## src/sv/sfrp_pkg.sv

```systemverilog
// Package for the filter rule parser: character codes, keyword tables, scanner
// state types and the per-character step functions of the token scanners.
// No dependencies; used by sfrp_token_scan and sdf_filter_rule_parser_core.
package sfrp_pkg;

  localparam int MAX_RULE_CHARS = 255;
  localparam int MAX_TOKENS     = 12;
  localparam int MIN_TOKENS     = 6;

  localparam logic [16:0] NUM_SAT    = 17'h1FFFF;
  localparam logic [7:0]  PROTO_ANY  = 8'hFF;
  localparam logic [15:0] PORT_MAX   = 16'hFFFF;
  localparam logic [5:0]  PREFIX_MAX = 6'd32;

  localparam logic [7:0] CH_NUL   = 8'h00;
  localparam logic [7:0] CH_TAB   = 8'h09;
  localparam logic [7:0] CH_NL    = 8'h0A;
  localparam logic [7:0] CH_VT    = 8'h0B;
  localparam logic [7:0] CH_FF    = 8'h0C;
  localparam logic [7:0] CH_CR    = 8'h0D;
  localparam logic [7:0] CH_SPACE = 8'h20;
  localparam logic [7:0] CH_PLUS  = 8'h2B;
  localparam logic [7:0] CH_MINUS = 8'h2D;
  localparam logic [7:0] CH_DOT   = 8'h2E;
  localparam logic [7:0] CH_SLASH = 8'h2F;
  localparam logic [7:0] CH_ZERO  = 8'h30;
  localparam logic [7:0] CH_NINE  = 8'h39;

  localparam int NUM_KW        = 9;
  localparam int KW_PERMIT     = 0;
  localparam int KW_DENY       = 1;
  localparam int KW_IN         = 2;
  localparam int KW_OUT        = 3;
  localparam int KW_BIDIR      = 4;
  localparam int KW_IP         = 5;
  localparam int KW_FROM       = 6;
  localparam int KW_TO         = 7;
  localparam int KW_ANY        = 8;

  localparam logic [1:0] ACT_PERMIT = 2'd1;
  localparam logic [1:0] ACT_DENY   = 2'd2;
  localparam logic [1:0] DIR_IN     = 2'd1;
  localparam logic [1:0] DIR_OUT    = 2'd2;
  localparam logic [1:0] DIR_BIDIR  = 2'd3;

  localparam logic [3:0] TOK_ACTION   = 4'd0;
  localparam logic [3:0] TOK_DIR      = 4'd1;
  localparam logic [3:0] TOK_PROTO    = 4'd2;
  localparam logic [3:0] TOK_FROM     = 4'd3;
  localparam logic [3:0] TOK_SRC      = 4'd4;
  localparam logic [3:0] TOK_FIVE     = 4'd5;
  localparam logic [3:0] TOK_SIX      = 4'd6;
  localparam logic [3:0] TOK_SEVEN    = 4'd7;
  localparam logic [3:0] TOK_EIGHT    = 4'd8;

  typedef enum logic [2:0] {
    PH_WS   = 3'b001,
    PH_DIG  = 3'b010,
    PH_DONE = 3'b100
  } scan_phase_t;

  typedef struct packed {
    scan_phase_t phase;
    logic        neg;
    logic [15:0] val;
    logic [16:0] mag;
  } num_scan_t;

  localparam num_scan_t NUM_SCAN_INIT = '{phase: PH_WS, neg: 1'b0, val: 16'd0, mag: 17'd0};

  typedef struct packed {
    logic [23:0] acc;
    logic [7:0]  cur;
    logic [2:0]  octets;
    logic        digit;
    logic        fail;
  } quad_scan_t;

  typedef struct packed {
    logic [NUM_KW-1:0] kw_hit;
    logic [15:0]       low_val;
    logic [15:0]       high_val;
    logic              addr_ok;
    logic [31:0]       addr;
    logic [31:0]       mask;
  } tok_view_t;

  typedef struct packed {
    logic [1:0]  action;
    logic [1:0]  direction;
    logic [7:0]  protocol;
    logic [31:0] source_address;
    logic [31:0] source_mask;
    logic [15:0] source_port_low;
    logic [15:0] source_port_high;
    logic [31:0] dest_address;
    logic [31:0] dest_mask;
    logic [15:0] dest_port_low;
    logic [15:0] dest_port_high;
  } rec_t;

  localparam rec_t REC_DEFAULT = '{
    action: 2'd0, direction: 2'd0, protocol: 8'd0,
    source_address: 32'd0, source_mask: 32'd0,
    source_port_low: 16'd0, source_port_high: PORT_MAX,
    dest_address: 32'd0, dest_mask: 32'd0,
    dest_port_low: 16'd0, dest_port_high: PORT_MAX
  };

  function automatic logic [3:0] kw_len(input int k);
    logic [3:0] n;
    unique case (k)
      KW_PERMIT: n = 4'd6;
      KW_DENY:   n = 4'd4;
      KW_IN:     n = 4'd2;
      KW_OUT:    n = 4'd3;
      KW_BIDIR:  n = 4'd13;
      KW_IP:     n = 4'd2;
      KW_FROM:   n = 4'd4;
      KW_TO:     n = 4'd2;
      KW_ANY:    n = 4'd3;
      default:   n = 4'd0;
    endcase
    return n;
  endfunction

  // Character at position pos of keyword k; the string is right-aligned.
  function automatic logic [7:0] kw_char(input int k, input logic [3:0] pos);
    logic [103:0] s;
    logic [3:0]   top;
    unique case (k)
      KW_PERMIT: s = 104'("permit");
      KW_DENY:   s = 104'("deny");
      KW_IN:     s = 104'("in");
      KW_OUT:    s = 104'("out");
      KW_BIDIR:  s = 104'("bidirectional");
      KW_IP:     s = 104'("ip");
      KW_FROM:   s = 104'("from");
      KW_TO:     s = 104'("to");
      KW_ANY:    s = 104'("any");
      default:   s = '0;
    endcase
    top = kw_len(k) - 4'd1 - pos;
    return s[8*top +: 8];
  endfunction

  function automatic logic is_digit(input logic [7:0] c);
    return (c >= CH_ZERO) && (c <= CH_NINE);
  endfunction

  // One character of a C-style decimal scan: leading control whitespace,
  // optional sign, then digits until the first non-digit.
  function automatic num_scan_t num_step(input num_scan_t s, input logic [7:0] c);
    num_scan_t   n;
    logic [3:0]  d;
    logic [20:0] m;
    logic        take;
    n    = s;
    d    = 4'(c - CH_ZERO);
    m    = 21'(s.mag) * 21'd10 + 21'(d);
    take = 1'b0;
    unique case (s.phase)
      PH_WS: begin
        if (c == CH_NL || c == CH_VT || c == CH_FF || c == CH_CR) begin
          n.phase = PH_WS;
        end else if (c == CH_PLUS || c == CH_MINUS) begin
          n.neg   = (c == CH_MINUS);
          n.phase = PH_DIG;
        end else if (is_digit(c)) begin
          take    = 1'b1;
          n.phase = PH_DIG;
        end else begin
          n.phase = PH_DONE;
        end
      end
      PH_DIG: begin
        if (is_digit(c)) take = 1'b1;
        else n.phase = PH_DONE;
      end
      PH_DONE: n.phase = PH_DONE;
      default: n.phase = PH_DONE;
    endcase
    if (take) begin
      n.val = 16'(20'(s.val) * 20'd10 + 20'(d));
      n.mag = (m > 21'(NUM_SAT)) ? NUM_SAT : m[16:0];
    end
    return n;
  endfunction

  function automatic logic [15:0] num_value(input num_scan_t s);
    return s.neg ? 16'(16'd0 - s.val) : s.val;
  endfunction

  // One character of the dotted quad check; a failure is sticky.
  function automatic quad_scan_t quad_step(input quad_scan_t q, input logic [7:0] c);
    quad_scan_t n;
    logic [11:0] nv;
    n  = q;
    nv = 12'(q.cur) * 12'd10 + 12'(4'(c - CH_ZERO));
    if (!q.fail) begin
      if (is_digit(c)) begin
        if (q.digit && q.cur == 8'd0) begin
          n.fail = 1'b1;
        end else if (nv > 12'd255) begin
          n.fail = 1'b1;
        end else begin
          n.cur = nv[7:0];
          if (!q.digit) begin
            if (q.octets == 3'd4) begin
              n.fail = 1'b1;
            end else begin
              n.octets = q.octets + 3'd1;
              n.digit  = 1'b1;
            end
          end
        end
      end else if (c == CH_DOT && q.digit) begin
        if (q.octets == 3'd4) begin
          n.fail = 1'b1;
        end else begin
          n.acc   = {q.acc[15:0], q.cur};
          n.cur   = 8'd0;
          n.digit = 1'b0;
        end
      end else begin
        n.fail = 1'b1;
      end
    end
    return n;
  endfunction

endpackage

```

## src/sv/sfrp_token_scan.sv

```systemverilog
// Per-token scanner: keyword match flags, port and prefix number scans and
// the dotted quad check, updated one character at a time. Uses sfrp_pkg.
module sfrp_token_scan (
  input  logic                clk,
  input  logic                rst_n,
  input  logic [7:0]          char_byte,
  input  logic                push,
  input  logic                clear,
  output sfrp_pkg::tok_view_t view,
  output logic [7:0]          tok_len
);
  import sfrp_pkg::*;

  logic [7:0]        cnt_r, cnt_nxt, v_cnt;
  logic [NUM_KW-1:0] kw_r, kw_nxt, v_kw;
  num_scan_t         low_r, low_nxt, v_low;
  num_scan_t         high_r, high_nxt, v_high;
  num_scan_t         pfx_r, pfx_nxt, v_pfx;
  quad_scan_t        quad_r, quad_nxt, v_quad;
  logic              dash_r, dash_nxt, v_dash;
  logic              slash_r, slash_nxt, v_slash;
  logic              pfx_ok;
  logic [5:0]        plen;

  always_comb begin
    cnt_nxt = cnt_r + 8'd1;
    for (int k = 0; k < NUM_KW; k++) begin
      kw_nxt[k] = kw_r[k] && (cnt_r < 8'(kw_len(k))) &&
                  (kw_char(k, cnt_r[3:0]) == char_byte);
    end
    low_nxt   = num_step(low_r, char_byte);
    high_nxt  = dash_r ? num_step(high_r, char_byte) : high_r;
    dash_nxt  = dash_r || (char_byte == CH_MINUS);
    pfx_nxt   = slash_r ? num_step(pfx_r, char_byte) : pfx_r;
    slash_nxt = slash_r || (char_byte == CH_SLASH);
    quad_nxt  = (!slash_r && char_byte != CH_SLASH) ? quad_step(quad_r, char_byte) : quad_r;
  end

  // The view includes the character of this cycle, so a token closed by the
  // final character is evaluated complete.
  assign v_cnt   = push ? cnt_nxt   : cnt_r;
  assign v_kw    = push ? kw_nxt    : kw_r;
  assign v_low   = push ? low_nxt   : low_r;
  assign v_high  = push ? high_nxt  : high_r;
  assign v_pfx   = push ? pfx_nxt   : pfx_r;
  assign v_quad  = push ? quad_nxt  : quad_r;
  assign v_dash  = push ? dash_nxt  : dash_r;
  assign v_slash = push ? slash_nxt : slash_r;

  assign pfx_ok = !v_slash || (!(v_pfx.neg && v_pfx.mag != 17'd0) &&
                               v_pfx.mag <= 17'(PREFIX_MAX));
  assign plen   = v_slash ? v_pfx.mag[5:0] : PREFIX_MAX;

  always_comb begin
    for (int k = 0; k < NUM_KW; k++) begin
      view.kw_hit[k] = v_kw[k] && (v_cnt == 8'(kw_len(k)));
    end
    view.low_val  = num_value(v_low);
    view.high_val = v_dash ? num_value(v_high) : num_value(v_low);
    if (view.kw_hit[KW_ANY]) begin
      view.addr_ok = 1'b1;
      view.addr    = 32'd0;
      view.mask    = 32'd0;
    end else begin
      view.addr_ok = !v_quad.fail && v_quad.octets == 3'd4 && pfx_ok;
      view.addr    = {v_quad.acc, v_quad.cur};
      view.mask    = ~(32'hFFFF_FFFF >> plen);
    end
  end

  assign tok_len = v_cnt;

  always_ff @(posedge clk) begin
    if (!rst_n || clear) begin
      cnt_r   <= 8'd0;
      kw_r    <= '1;
      low_r   <= NUM_SCAN_INIT;
      high_r  <= NUM_SCAN_INIT;
      pfx_r   <= NUM_SCAN_INIT;
      quad_r  <= '0;
      dash_r  <= 1'b0;
      slash_r <= 1'b0;
    end else if (push) begin
      cnt_r   <= cnt_nxt;
      kw_r    <= kw_nxt;
      low_r   <= low_nxt;
      high_r  <= high_nxt;
      pfx_r   <= pfx_nxt;
      quad_r  <= quad_nxt;
      dash_r  <= dash_nxt;
      slash_r <= slash_nxt;
    end
  end

  assert property (@(posedge clk) disable iff (!rst_n)
    $past(clear) |-> cnt_r == 8'd0 && !dash_r && !slash_r)
    else $error("token scanner not cleared after token end");
  assert property (@(posedge clk) disable iff (!rst_n)
    quad_r.octets <= 3'd4)
    else $error("dotted quad octet count above four");
  assert property (@(posedge clk) disable iff (!rst_n)
    !slash_r |-> pfx_r == NUM_SCAN_INIT)
    else $error("prefix scan moved before a slash");

endmodule

```

## src/sv/sdf_filter_rule_parser_core.sv

```systemverilog
// Filter rule parser: one character per cycle; on the final character of a rule
// one record is registered at the output, and out_valid rises in the cycle after
// the final character is accepted. Throughput one character per cycle, with a character
// that is not final accepted even while a record waits. The only stall is a
// final character arriving while the output register is full and stalled.
// Synchronous active-low reset clears the rule state and the output valid.
module sdf_filter_rule_parser_core (
  input  logic        clk,
  input  logic        rst_n,
  input  logic        in_valid,
  output logic        in_stall,
  input  logic [7:0]  in_char_byte,
  input  logic        in_is_last,
  output logic        out_valid,
  input  logic        out_stall,
  output logic        out_status,
  output logic [1:0]  out_action,
  output logic [1:0]  out_direction,
  output logic [7:0]  out_protocol,
  output logic [31:0] out_source_address,
  output logic [31:0] out_source_mask,
  output logic [15:0] out_source_port_low,
  output logic [15:0] out_source_port_high,
  output logic [31:0] out_dest_address,
  output logic [31:0] out_dest_mask,
  output logic [15:0] out_dest_port_low,
  output logic [15:0] out_dest_port_high
);
  import sfrp_pkg::*;

  logic       acc, active, is_sep, is_nul, push, end_tok, take, rule_done, bad;
  logic [7:0] chars_r, chars_nxt;
  logic       stopped_r, stopped_nxt;
  logic [3:0] tidx_r, tidx_nxt;
  logic       sps_r, sps_nxt;
  logic       err_r, err_nxt;
  rec_t       rec_r, rec_nxt;
  logic       out_valid_r;
  logic       out_status_r;
  rec_t       out_rec_r;
  tok_view_t  view;
  logic [7:0] tok_len;

  assign in_stall  = out_valid_r && out_stall && in_is_last;
  assign acc       = in_valid && !in_stall;
  assign active    = !stopped_r && (chars_r != 8'(MAX_RULE_CHARS));
  assign is_sep    = (in_char_byte == CH_SPACE) || (in_char_byte == CH_TAB);
  assign is_nul    = (in_char_byte == CH_NUL);
  assign push      = acc && active && !is_nul && !is_sep;
  assign end_tok   = acc && ((active && is_sep) || in_is_last);
  assign take      = end_tok && (tok_len != 8'd0) && (tidx_r < 4'(MAX_TOKENS));
  assign rule_done = acc && in_is_last;

  sfrp_token_scan u_scan (
    .clk       (clk),
    .rst_n     (rst_n),
    .char_byte (in_char_byte),
    .push      (push),
    .clear     (end_tok),
    .view      (view),
    .tok_len   (tok_len)
  );

  // Each completed token is applied to the record by its position in the rule.
  always_comb begin
    rec_nxt     = rec_r;
    err_nxt     = err_r;
    sps_nxt     = sps_r;
    tidx_nxt    = tidx_r + 4'(take);
    chars_nxt   = chars_r + 8'(acc && active);
    stopped_nxt = stopped_r || (acc && active && is_nul);
    if (take) begin
      unique case (tidx_r)
        TOK_ACTION: begin
          if (view.kw_hit[KW_PERMIT]) rec_nxt.action = ACT_PERMIT;
          else if (view.kw_hit[KW_DENY]) rec_nxt.action = ACT_DENY;
          else err_nxt = 1'b1;
        end
        TOK_DIR: begin
          if (view.kw_hit[KW_IN]) rec_nxt.direction = DIR_IN;
          else if (view.kw_hit[KW_OUT]) rec_nxt.direction = DIR_OUT;
          else if (view.kw_hit[KW_BIDIR]) rec_nxt.direction = DIR_BIDIR;
          else err_nxt = 1'b1;
        end
        TOK_PROTO: begin
          rec_nxt.protocol = view.kw_hit[KW_IP] ? PROTO_ANY : view.low_val[7:0];
        end
        TOK_FROM: begin
          if (!view.kw_hit[KW_FROM]) err_nxt = 1'b1;
        end
        TOK_SRC: begin
          if (view.addr_ok) begin
            rec_nxt.source_address = view.addr;
            rec_nxt.source_mask    = view.mask;
          end else begin
            err_nxt = 1'b1;
          end
        end
        TOK_FIVE: begin
          if (!view.kw_hit[KW_TO]) begin
            sps_nxt                  = 1'b1;
            rec_nxt.source_port_low  = view.low_val;
            rec_nxt.source_port_high = view.high_val;
          end
        end
        TOK_SIX: begin
          if (!sps_r) begin
            if (view.addr_ok) begin
              rec_nxt.dest_address = view.addr;
              rec_nxt.dest_mask    = view.mask;
            end else begin
              err_nxt = 1'b1;
            end
          end else if (!view.kw_hit[KW_TO]) begin
            err_nxt = 1'b1;
          end
        end
        TOK_SEVEN: begin
          if (!sps_r) begin
            rec_nxt.dest_port_low  = view.low_val;
            rec_nxt.dest_port_high = view.high_val;
          end else if (view.addr_ok) begin
            rec_nxt.dest_address = view.addr;
            rec_nxt.dest_mask    = view.mask;
          end else begin
            err_nxt = 1'b1;
          end
        end
        TOK_EIGHT: begin
          if (sps_r) begin
            rec_nxt.dest_port_low  = view.low_val;
            rec_nxt.dest_port_high = view.high_val;
          end
        end
        default: begin
        end
      endcase
    end
  end

  assign bad = err_nxt || (tidx_nxt < 4'(MIN_TOKENS)) ||
               (tidx_nxt < (sps_nxt ? 4'd8 : 4'd7));

  always_ff @(posedge clk) begin
    if (!rst_n || rule_done) begin
      chars_r   <= 8'd0;
      stopped_r <= 1'b0;
      tidx_r    <= 4'd0;
      sps_r     <= 1'b0;
      err_r     <= 1'b0;
      rec_r     <= REC_DEFAULT;
    end else if (acc) begin
      chars_r   <= chars_nxt;
      stopped_r <= stopped_nxt;
      tidx_r    <= tidx_nxt;
      sps_r     <= sps_nxt;
      err_r     <= err_nxt;
      rec_r     <= rec_nxt;
    end
  end

  always_ff @(posedge clk) begin
    if (!rst_n) begin
      out_valid_r <= 1'b0;
    end else if (rule_done) begin
      out_valid_r <= 1'b1;
    end else if (!out_stall) begin
      out_valid_r <= 1'b0;
    end
  end

  always_ff @(posedge clk) begin
    if (rule_done) begin
      out_status_r <= bad;
      out_rec_r    <= bad ? REC_DEFAULT : rec_nxt;
    end
  end

  assign out_valid            = out_valid_r;
  assign out_status           = out_status_r;
  assign out_action           = out_rec_r.action;
  assign out_direction        = out_rec_r.direction;
  assign out_protocol         = out_rec_r.protocol;
  assign out_source_address   = out_rec_r.source_address;
  assign out_source_mask      = out_rec_r.source_mask;
  assign out_source_port_low  = out_rec_r.source_port_low;
  assign out_source_port_high = out_rec_r.source_port_high;
  assign out_dest_address     = out_rec_r.dest_address;
  assign out_dest_mask        = out_rec_r.dest_mask;
  assign out_dest_port_low    = out_rec_r.dest_port_low;
  assign out_dest_port_high   = out_rec_r.dest_port_high;

  assert property (@(posedge clk) disable iff (!rst_n)
    tidx_r <= 4'(MAX_TOKENS))
    else $error("token index beyond the token limit");
  assert property (@(posedge clk) disable iff (!rst_n)
    $rose(out_valid_r) |-> $past(acc && in_is_last))
    else $error("record shown without a final character");
  assert property (@(posedge clk) disable iff (!rst_n)
    out_valid_r && out_status_r |-> out_rec_r.action == 2'd0 &&
      out_rec_r.source_port_high == PORT_MAX && out_rec_r.dest_port_high == PORT_MAX)
    else $error("malformed record not cleared to defaults");
  assert property (@(posedge clk) disable iff (!rst_n)
    stopped_r |-> chars_r != 8'd0)
    else $error("stopped without any character counted");

endmodule
```

## config.mk

```make
export PLATFORM = sky130hd
export DESIGN_NAME = sdf_filter_rule_parser_core
export DESIGN_NICKNAME = d
export VERILOG_FILES = /design/src/sv/sfrp_pkg.sv /design/src/sv/sfrp_token_scan.sv /design/src/sv/sdf_filter_rule_parser_core.sv
export SDC_FILE = /design/constraint.sdc
export NUM_CORES = 1
export LEC_CHECK = 0
export BUFFER_PORTS_ARGS = -buffer_cell sky130_fd_sc_hd__clkbuf_2
export CORE_ASPECT_RATIO = 0.7
export CORE_MARGIN = 8
export CORE_UTILIZATION = 45
export CTS_BUF_LIST = sky130_fd_sc_hd__clkbuf_16
export DETAILED_ROUTE_END_ITERATION = 7
export GPL_TIMING_DRIVEN = 0
export PLACE_DENSITY = 0.65
export REMOVE_ABC_BUFFERS = 1
export SETUP_SLACK_MARGIN = 0.1
export SLEW_MARGIN = 15
export SYNTH_ARGS = -nofsm -noshare
export SYNTH_HDL_FRONTEND = slang
export SYNTH_SLANG_ARGS = --single-unit
```

## constraint.sdc

```tcl
create_clock -name clk -period 6.3 [get_ports clk]
set_clock_uncertainty 0.2 [all_clocks]
set_input_delay 1.26 -clock clk [delete_from_list [all_inputs] [get_ports clk]]
set_output_delay 1.26 -clock clk [all_outputs]
set_load 0.03 [all_outputs]
```

**Yosys cells after proc, flatten, opt, wreduce, memory -nomap -nowiden**

Index checks and enable logic that the tools add are counted.

- Flip-flop bits (word level): 592
- Output and inout port bits: 207
- Input port bits: 13

- Bitwise logic cells: 2
- Add/subtract/negate cells: 19
- Order comparisons: 15
- Shift operators: 10
- Reduce and logical (&&, ||, !) cells: 84
- Multipliers: 7
- Mux-type cells: 100
- Equal/unequal tests: 49

Operators by type and width:

| kind | number |
|---|---|
| 104-bit by 8-bit variable part select with 8-bit output (first input constant) | 9 |
| 64-bit two-way mux | 5 |
| 204-bit two-way mux | 1 |
| 32-bit two-way mux | 6 |
| 34-bit two-way mux | 5 |
| 64-bit one-hot mux with 2 select lines | 1 |
| 37-bit two-way mux | 3 |
| 33-bit two-way mux | 3 |
| 8-bit == test | 9 |
| 65-bit two-way mux | 1 |
| 32-bit one-hot mux with 2 select lines | 1 |
| 21-bit by 4-bit adder with 21-bit output | 3 |
| 21-bit by 17-bit > comparator with 1-bit output (second input constant) | 3 |
| 17-bit by 3-bit multiplier with 20-bit output (second input constant) | 3 |
| 17-bit two-way mux | 3 |
| 16-bit by 4-bit adder with 16-bit output | 3 |
| 8-bit by 4-bit == test with 1-bit output (second input constant) | 6 |
| 1-bit logical AND | 48 |
| 16-bit by 3-bit multiplier with 15-bit output (second input constant) | 3 |
| 16-bit two-way mux | 3 |
| 8-bit by 6-bit == test with 1-bit output (second input constant) | 5 |
| 1-bit two-way mux | 36 |
| 8-bit two-way mux | 4 |
| 32-bit NOT | 1 |
| other kinds (58) | 121 |

**Depth between registers and ports, before layout**

Gate-level depths: netlist of the first run.

- Depth after elaboration: 22
- Mapped depth: 24
- Mapped depth without buffers: 19

**Hierarchy**

A second synthesis of the first run with hierarchy kept.

- Cell total of the unflattened synthesis: 2720
- Area total of the unflattened synthesis: 26785.7 um2

By module, submodules not included:

| module | cells an instance | area an instance (um2) | times used |
|---|---|---|---|
| sdf_filter_rule_parser_core | 1262 | 15549.9 | 1 |
| sfrp_token_scan | 1458 | 11235.8 | 1 |

**Least setup slack after synthesis of the first run**

Ideal clock, no wire load.

- Path type: input to register
- Start: input out_stall
- End: register out_rec_r, in the netlist out_action[0], enable pin
- Path slack: -62 ps
- Cell stages on the path: 4
- Buffers on the path: 0
- Setup time: 557 ps
- Data required time: 5543 ps
- Arrival time: 5606 ps
- Cell sequence: nand3_1 > and2_1 > nand2_1 > inv_1

- Cells in the longest elaborated chain, start to end: 5

RTL lines:

| item | line | text |
|---|---|---|
| from (decl) | sdf_filter_rule_parser_core.sv:15 | `input logic out_stall,` |
| 1-bit logical AND (2 in a row) | sdf_filter_rule_parser_core.sv:44 | `assign in_stall = out_valid_r && out_stall && in_is_last;` |
| 1-bit zero test | sdf_filter_rule_parser_core.sv:45 | `assign acc = in_valid && !in_stall;` |
| 1-bit logical AND | sdf_filter_rule_parser_core.sv:45 |  |
| 1-bit logical AND | sdf_filter_rule_parser_core.sv:52 | `assign rule_done = acc && in_is_last;` |
| via rule_done | sdf_filter_rule_parser_core.sv:31 | `logic acc, active, is_sep, is_nul, push, end_tok, take, rule_done, bad;` |
| to (signal assigned) | sdf_filter_rule_parser_core.sv:175 | `out_rec_r <= bad ? REC_DEFAULT : rec_nxt;` |
| to (decl) | sdf_filter_rule_parser_core.sv:40 | `rec_t out_rec_r;` |

The timed path passes the listed nets, and every way through them passes these cells.
A chain may end at the register's enable or synchronous reset.

**Worst setup path in the final report of the first run**

- Start: input in_char_byte[1]
- End: register out_rec_r, in the netlist out_dest_address[28] (data pin)

- Cells in the longest elaborated chain, start to end: 22
- Elaborated cells on any way between the ends: 131
- Those cells by class: 4 x add/sub; 7 x order compare; 25 x eq/ne; 48 x mux; 47 x reduce/logical

RTL lines:

| item | line | text |
|---|---|---|
| from (decl) | sdf_filter_rule_parser_core.sv:12 | `input logic [7:0] in_char_byte,` |
| branches (longest 22 deep; another with 21-bit by 4-bit adder with 21-bit output) | - |  |

Several ways; the timed one is not identified. The select of a mux whose other input is x is not followed.

==> results of run 1 <==
-- layout by cell type, fill, tap and decap left out, types with 9 or more instances in the layout --
cell type / count
a21o_1: 24
dfxtp_1: 330
a21oi_1: 197
ha_1: 134
clkbuf_16: 57
a31oi_1: 21
nand4_1: 19
xor2_1: 58
o31ai_1: 22
o22ai_1: 25
mux2i_1: 144
clkbuf_2: 215
clkinv_2: 9
or3_1: 18
o2bb2ai_1: 27
nor2_1: 492
nand3_1: 40
nor4_1: 30
o21ai_0: 96
o211ai_1: 18
nand2_1: 249
nor3b_1: 11
o21a_1: 25
nor2b_1: 28
xnor2_1: 83
nand2b_1: 29
a32o_1: 14
a22o_1: 16
and2_1: 32
inv_1: 65
a32oi_1: 9
edfxtp_1: 205
nor3_1: 80
a22oi_1: 17
a211oi_1: 9
and3_1: 19
buf_4: 30
-- worst max-delay path: cells and delay by family --
| family | cells | cell delay, ns |
|---|---|---|
| fa+ha+maj | 2 | 0.49 |
| buf+inv | 4 | 0.90 |
| simple gates | 7 | 1.94 |
| compound gates | 6 | 1.30 |
| mux | 1 | 0.28 |
-- layer usage --
metal  up-vias  global-route usage [%]
li1      10927                       -
met3       101                    4.28
met4         0                    5.55
met1     11219                    30.8
met5         -                       0
met2       806                    33.0
-- metrics by stage --
stage / power, mW / cell area [um^2]
finish: 7.35 / 32000
global placement: 4.21 / 29200
global route: 7.57 / 32000
detailed placement: 4.23 / 29700
CTS: 7.39 / 31800
floorplan: 4.06 / 27100
-- repair_timing --
action                                  4_1_cts  5_1_grt
resized for setup                            32       38
buffers inserted                             15        8
pin swaps                                     9       10
endpoints found under the setup margin      330      234
cloned                                        3        2
-- logic make-up (layout without fill, tap and decap cells) --
kind of cell / count (synthesis) / count (layout) / share of synthesized area [%]
flops: 542 / 542 / 46.5
compound gates: 615 / 616 / 14.5
fa+ha+maj: 142 / 142 / 6.62
mux: 154 / 154 / 5.64
simple gates: 1138 / 1139 / 19.0
xor+xnor: 142 / 142 / 4.53
buf+inv: 221 / 432 / 3.18
-- area by class of cell --
| type | instances | area [um^2] |
|---|---|---|
| Clock buffer | 55 | 1380 |
| Clock inverter | 46 | 354 |
| Fill cell | 5545 | 29200 |
| Inverter | 57 | 240 |
| Multi-Input combinational cell | 2193 | 14300 |
| Sequential cell | 542 | 12900 |
| Tap cell | 819 | 1020 |
| Timing Repair Buffer | 274 | 1830 |
-- final timing paths --
| check | slack (ns) | endpoint | depth (start not counted) |
|---|---|---|---|
| setup / recovery | 0.26 | out_dest_address[28] | 20 |
| hold reg to reg | 0.24 | u_scan.kw_r[3] | 2 |
| hold / removal | 0.24 | u_scan.kw_r[3] | 2 |
| setup reg to reg | 0.29 | out_dest_address[28] | 21 |
-- power by group --
| group | leakage [nW] | switching, mW | total, mW | internal (mW) |
|---|---|---|---|---|
| Sequential | 4.54 | 0.0260 | 3.70 | 3.68 |
| Combinational | 6.54 | 0.347 | 0.463 | 0.116 |
| Clock | 0.889 | 1.46 | 3.18 | 1.72 |
-- flip-flops by register name (all words and copies together), names as in the netlist, 9 cells and up --
| signal | cells |
|---|---|
| out_dest_address | 32 |
| u_scan.quad_r | 37 |
| u_scan.kw_r | 9 |
| rec_r | 204 |
| u_scan.high_r | 20 |
| out_source_port_high | 16 |
| out_dest_port_high | 16 |
| out_source_address | 32 |
| out_source_port_low | 16 |
| u_scan.low_r | 20 |
| u_scan.pfx_r | 21 |
| out_dest_mask | 32 |
| out_source_mask | 32 |
| out_dest_port_low | 16 |
==> summary.md, run 1 <==
| Metric | Value |
|---|---|
| Status | `completed` |
| Avg Cell Area, Syn | `roughly 9.4 um^2` |
| Synth top area share | `24.3%` |
| Highest routed metal layer | `met4` |
| Synth cell count leaders | `nor2_1 (495), dfxtp_1 (337), nand2_1 (253)` |
| Clock Pin Slew Worst Setup and Hold Paths | `0.07 ns` |
| Synth area leaders | `dfxtp_1 (24%), edfxtp_1 (22%), nor2_1 (6.7%)` |
| Initial antenna violation count | `0` |
| Setup violations, final | `0` |
| Yosys reg bits | `between 500 and 600` |
| Clock root cell | `clkbuf_16` |
| Power per standard cell area | `229 nW/um^2` |
| Post-synth cell types | `93` |
| Worst Tran Pin Value | `1.13 ns` |
| Hold path startpoint | `u_scan.kw_r[3]` |
| Iter 0 DRT Violations | `between 1.5k and 2k` |
| Full die area | `70000 um^2` |
| Largest net degree at the start of global routing | `113` |
| Timing-limited maximum frequency | `around 0.17 GHz` |
| Routed wire length | `slightly below 80000 um` |
| Syn. warnings | `0` |
| GRT Overall Usage | `a little over a fifth` |
| Most common cell in the netlist | `nor2_1` |
| Tcrit/Tclk final | `a little over nine tenths` |
| Async set-reset flop share out of synthesis | `0%` |
| CTS hold repair buffers | `0` |
| Wirelength per Cell | `19.9 um` |
| Hold Violations, Final | `0` |
| Lkg Pwr | `roughly 12 nW` |
| Vias | `23.1k` |
| Sink Count | `approximately 540` |
| Max cap viols | `0` |
| HP Class | `reg -> reg` |
| RSZ-0062 raised after global routing | `true` |
| Hold WS | `between 0.2 and 0.25 ns` |
| Setup ws final | `0.262 ns` |
| WP data arrival | `6.29 ns` |
| Wl on met1 | `around 37000 um` |
| Clk buf depth | `3` |
| Nets | `3277` |
| Crit path launch type | `primary input` |
| Slew Limit Fails | `0` |
| Max_slew headroom | `about a quarter` |
| First-pass GRT wire length | `124000 um` |
| # placed instances | `3857` |
| Setup CP Type | `in -> reg` |
| Synth Cell Area | `27700 um^2` |
| Die Ht | `between 200 and 250 um` |
| Via density | `5.78` |
| Area grow syn2layout | `15.5%` |
| CP max stage delay | `0.57 ns` |
| Die width | `between 300 and 400 um` |
| Share of cells above drive strength 1 | `14.4%` |
| R2R Path Start | `u_scan.pfx_r[1]` |
| Seq/Total Area, Yosys | `46.5%` |
| Critical path cell sequence | `buf_4, ha_1, fa_1, a21oi_1, nor3_4, nand2_1, nor3_4, nand3_1, or4b_4, mux2i_4, buf_4, o22ai_1, o2111ai_2, nor4_4, nor2_4, a211oi_4, o21a_4, inv_16, clkbuf_16, a21oi_2` |
| # H-tree levels | `2` |
| CTS Buf Count | `54` |
| GPL Wtd Cong | `0.880` |
| Largest area contributor in the netlist | `dfxtp_1` |
| DP Worst Slack | `-2.89 ns` |
| Std-Cell Rows | `76` |
| Fin util | `52.3%` |
| CORE AREA | `61200 um^2` |
| Metal2 WL | `34900 um` |
| Remaining DRCs | `0` |
| Post-Layout Cell Count | `3986` |
| Clock Latency Late Sink | `0.63 ns` |
| Grt ovf | `0` |
| Critical Path Sink Type | `flip-flop` |
| Maximum vdd drop | `around 0.18 mV` |
| Worst Setup SP | `in_char_byte[1]` |
| # diodes | `0` |
| Synth Flop Type | `dfxtp_1` |
| Worst endpoint required time | `~6.6 ns` |
| Post-Syn Instances | `slightly below 3k` |
| TritonCTS clock tree | `yes` |
| Slowest cell on crit path | `or4b_4` |
| Worst-path fanout max | `67` |
| Port-buffer cells | `roughly 220` |
| ANT nets after route | `0` |
| Met3 WL | `6070 um` |
| Final Critical Period | `6.04 ns` |
| Initial Util | `45.3%` |
| Post-synth EDFFs | `205` |
| TritonRoute pass-1 iters | `6` |
| Setup TNS | `0 ns` |
| Detailed Place HPWL | `54400 um` |
| Vias in the first global route | `roughly 22k` |
| # IOs | `220` |
No activity file was read; power rests on OpenSTA's default activity.
==> inputs of run 2 (changes only) <==
--- a/config.mk
+++ b/config.mk
@@ -6,13 +6,12 @@
 export NUM_CORES = 1
 export LEC_CHECK = 0
 export BUFFER_PORTS_ARGS = -buffer_cell sky130_fd_sc_hd__clkbuf_2
-export CORE_ASPECT_RATIO = 0.7
 export CORE_MARGIN = 8
-export CORE_UTILIZATION = 45
+export CORE_UTILIZATION = 30
 export CTS_BUF_LIST = sky130_fd_sc_hd__clkbuf_16
 export DETAILED_ROUTE_END_ITERATION = 7
+export GPL_ROUTABILITY_DRIVEN = 1
 export GPL_TIMING_DRIVEN = 0
-export PLACE_DENSITY = 0.65
 export REMOVE_ABC_BUFFERS = 1
 export SETUP_SLACK_MARGIN = 0.1
 export SLEW_MARGIN = 15
==> summary.md, run 2 (synthesis results as in run 1) <==
| Metric | Value |
|---|---|
| Status | `completed` |
| Detailed Place HPWL | `54700 um (+0.56%)` |
| Sink Count | `542 (unchanged)` |
| Hold Violations, Final | `0 (unchanged)` |
| Hold path startpoint | `u_scan.kw_r[5]` |
| Grt ovf | `0 (unchanged)` |
| Power per standard cell area | `231 nW/um^2 (+0.50%)` |
| CP max stage delay | `0.55 ns (-0.02 ns)` |
| Routed wire length | `80600 um (+1.4%)` |
| Setup violations, final | `0 (unchanged)` |
| Vias in the first global route | `21.4k (-3.3%)` |
| Initial antenna violation count | `6 (+6)` |
| Worst Tran Pin Value | `1.06 ns (-0.0759 ns)` |
| Area grow syn2layout | `18.1%` |
| Share of cells above drive strength 1 | `14.9% (+0.43 points)` |
| RSZ-0062 raised after global routing | `false` |
| Vias | `22.3k (-3.1%)` |
| Max cap viols | `0 (unchanged)` |
| Most used cells in the layout excluding fill and tap cells | `nor2_1 (493), dfxtp_1 (331), nand2_1 (249)` |
| Port-buffer cells | `219 (unchanged)` |
| CORE AREA | `91700 um^2 (+50%)` |
| Slowest cell on crit path | `or4b_4` |
| Fin util | `35.7% (-17 points)` |
| Remaining DRCs | `0 (unchanged)` |
| Final Critical Period | `5.99 ns (-0.0506 ns)` |
| Most common cell after layout, fill and taps aside | `nor2_1` |
| TritonRoute pass-1 iters | `5 (-1)` |
| Clock root cell | `clkbuf_16` |
| Crit path launch type | `primary input` |
| Critical path cell sequence | `clkbuf_4, ha_1, fa_1, a21oi_1, nor3_4, nand2_1, nor3_4, nand3_1, or4b_4, mux2i_4, buf_4, o22ai_2, nand4_1, nor4_4, nor2_4, buf_12, a211oi_4, o21a_4, buf_12, inv_16, buf_16, a21oi_1` |
| Tcrit/Tclk final | `95.0% (-0.80 points)` |
| R2R Path Start | `u_scan.pfx_r[1]` |
| Std-Cell Rows | `111 (+46%)` |
| Setup CP Type | `in -> reg` |
| TritonCTS clock tree | `yes` |
| Via density | `5.11 (-12%)` |
| Clock Pin Slew Worst Setup and Hold Paths | `0.06 ns (about the same)` |
| Clk buf depth | `3 (unchanged)` |
| Worst endpoint required time | `6.54 ns (about the same)` |
| CTS Buf Count | `59 (+9.3%)` |
| GRT Overall Usage | `15.0% (-6.5 points)` |
| Number of fill cells | `9260 (+67%)` |
| Largest register by flop count | `rec_r` |
| Die Ht | `320 um (+43%)` |
| Maximum vdd drop | `0.204 mV (+14%)` |
| Wirelength per Cell | `18.4 um (-7.5%)` |
| WP data arrival | `6.23 ns (-0.06 ns)` |
| Worst Setup SP | `in_char_byte[1]` |
| Hold WS | `0.239 ns (-0.00289 ns)` |
| Clock Latency Late Sink | `0.65 ns (+0.02 ns)` |
| CTS hold repair buffers | `0 (unchanged)` |
| Critical Path Sink Type | `flip-flop` |
| Nets | `3287 (+0.31%)` |
| First-pass GRT wire length | `125000 um (+1.3%)` |
| Full die area | `102000 um^2 (+46%)` |
| # H-tree levels | `2 (unchanged)` |
| Top flop regs | `rec_r: 204 flops, u_scan.quad_r: 37 flops` |
| Max_slew headroom | `29.4% (+5.4 points)` |
| Max FFs per register | `204 (unchanged)` |
| HP Class | `reg -> reg` |
| Die width | `320 um (+2.3%)` |
| Slew Limit Fails | `0 (unchanged)` |
| ANT nets after route | `0 (unchanged)` |
| Lkg Pwr | `12.1 nW (+0.87%)` |
| GPL Wtd Cong | `0.830 (-5.7%)` |
| Iter 0 DRT Violations | `1948 (unchanged)` |
| Timing-limited maximum frequency | `0.167 GHz (+0.84%)` |
| Worst-path fanout max | `46 (-31%)` |
| Largest net degree at the start of global routing | `93 (-18%)` |
| Initial Util | `30.3% (-15 points)` |
| # IOs | `220 (unchanged)` |
[run 2: per-layer routing]
| metal | track usage (%) | share of wire [%] |
|---|---|---|
| met5 | 0 | 0 |
| met4 | 4.06 | 2.4 |
| met3 | 2.29 | 4.9 |
| met2 | 24.9 | 47 |
| met1 | 20.2 | 46 |
[run 2: final timing paths]
check / slack (ns) / cells after the start / endpoint
setup / recovery: 0.31 / 22 / out_dest_mask[16]
hold / removal: 0.24 / 2 / u_scan.kw_r[5]
setup reg to reg: 0.35 / 23 / out_dest_mask[16]
hold reg to reg: 0.24 / 2 / u_scan.kw_r[5]
[run 2: layout make-up]
type,count,area [um^2],area share (%)
clock inverters,53,432,1.32
repair buffers,278,1910,5.82
multi-input cells,2193,14300,43.6
repair inverters,1,8.76,0.0267
flip-flops and latches,542,12900,39.4
inverters,57,243,0.741
diodes,1,2.50,0.00764
clock buffers,59,1480,4.51
well taps,1186,1480,4.53
[run 2: critical path: cells and delay by family]
kind / cells / cell delay, ns
AOI/OAI and AO/OA: 5 / 0.94
muxes: 1 / 0.24
buffers and inverters: 6 / 1.21
adders and majority gates: 2 / 0.49
and+or+nand+nor: 8 / 2.01
[run 2: power by group]
part	switching, mW	internal [mW]	total [mW]
Combinational	0.342	0.119	0.461
Clock	1.50	1.89	3.39
Sequential	0.0262	3.68	3.70
[run 2: through the flow]
step | area (um^2) | total power, mW | std cells | worst slack [ns] | setup TNS [ns]
2_1_floorplan | 27100 | 4.06 | 2790 | -2.70 | -754.91
3_3_place_gp | 29700 | 4.22 | 4195 | -9.51 | -3617.21
3_5_place_dp | 30300 | 4.23 | 4226 | -2.46 | -533.64
4_1_cts | 32600 | 7.65 | 4360 | 0.116 | 0
5_1_grt | 32800 | 7.82 | 4369 | 0.0843 | 0
6_report | 32800 | 7.55 | 4370 | 0.312 | 0
[run 2: what timing repair did]
item                       4_1_cts  5_1_grt
pin swaps                        8        9
gates cloned                     4        0
setup endpoints to repair      310      284
gates resized for setup         39       28
setup buffers                   18        9
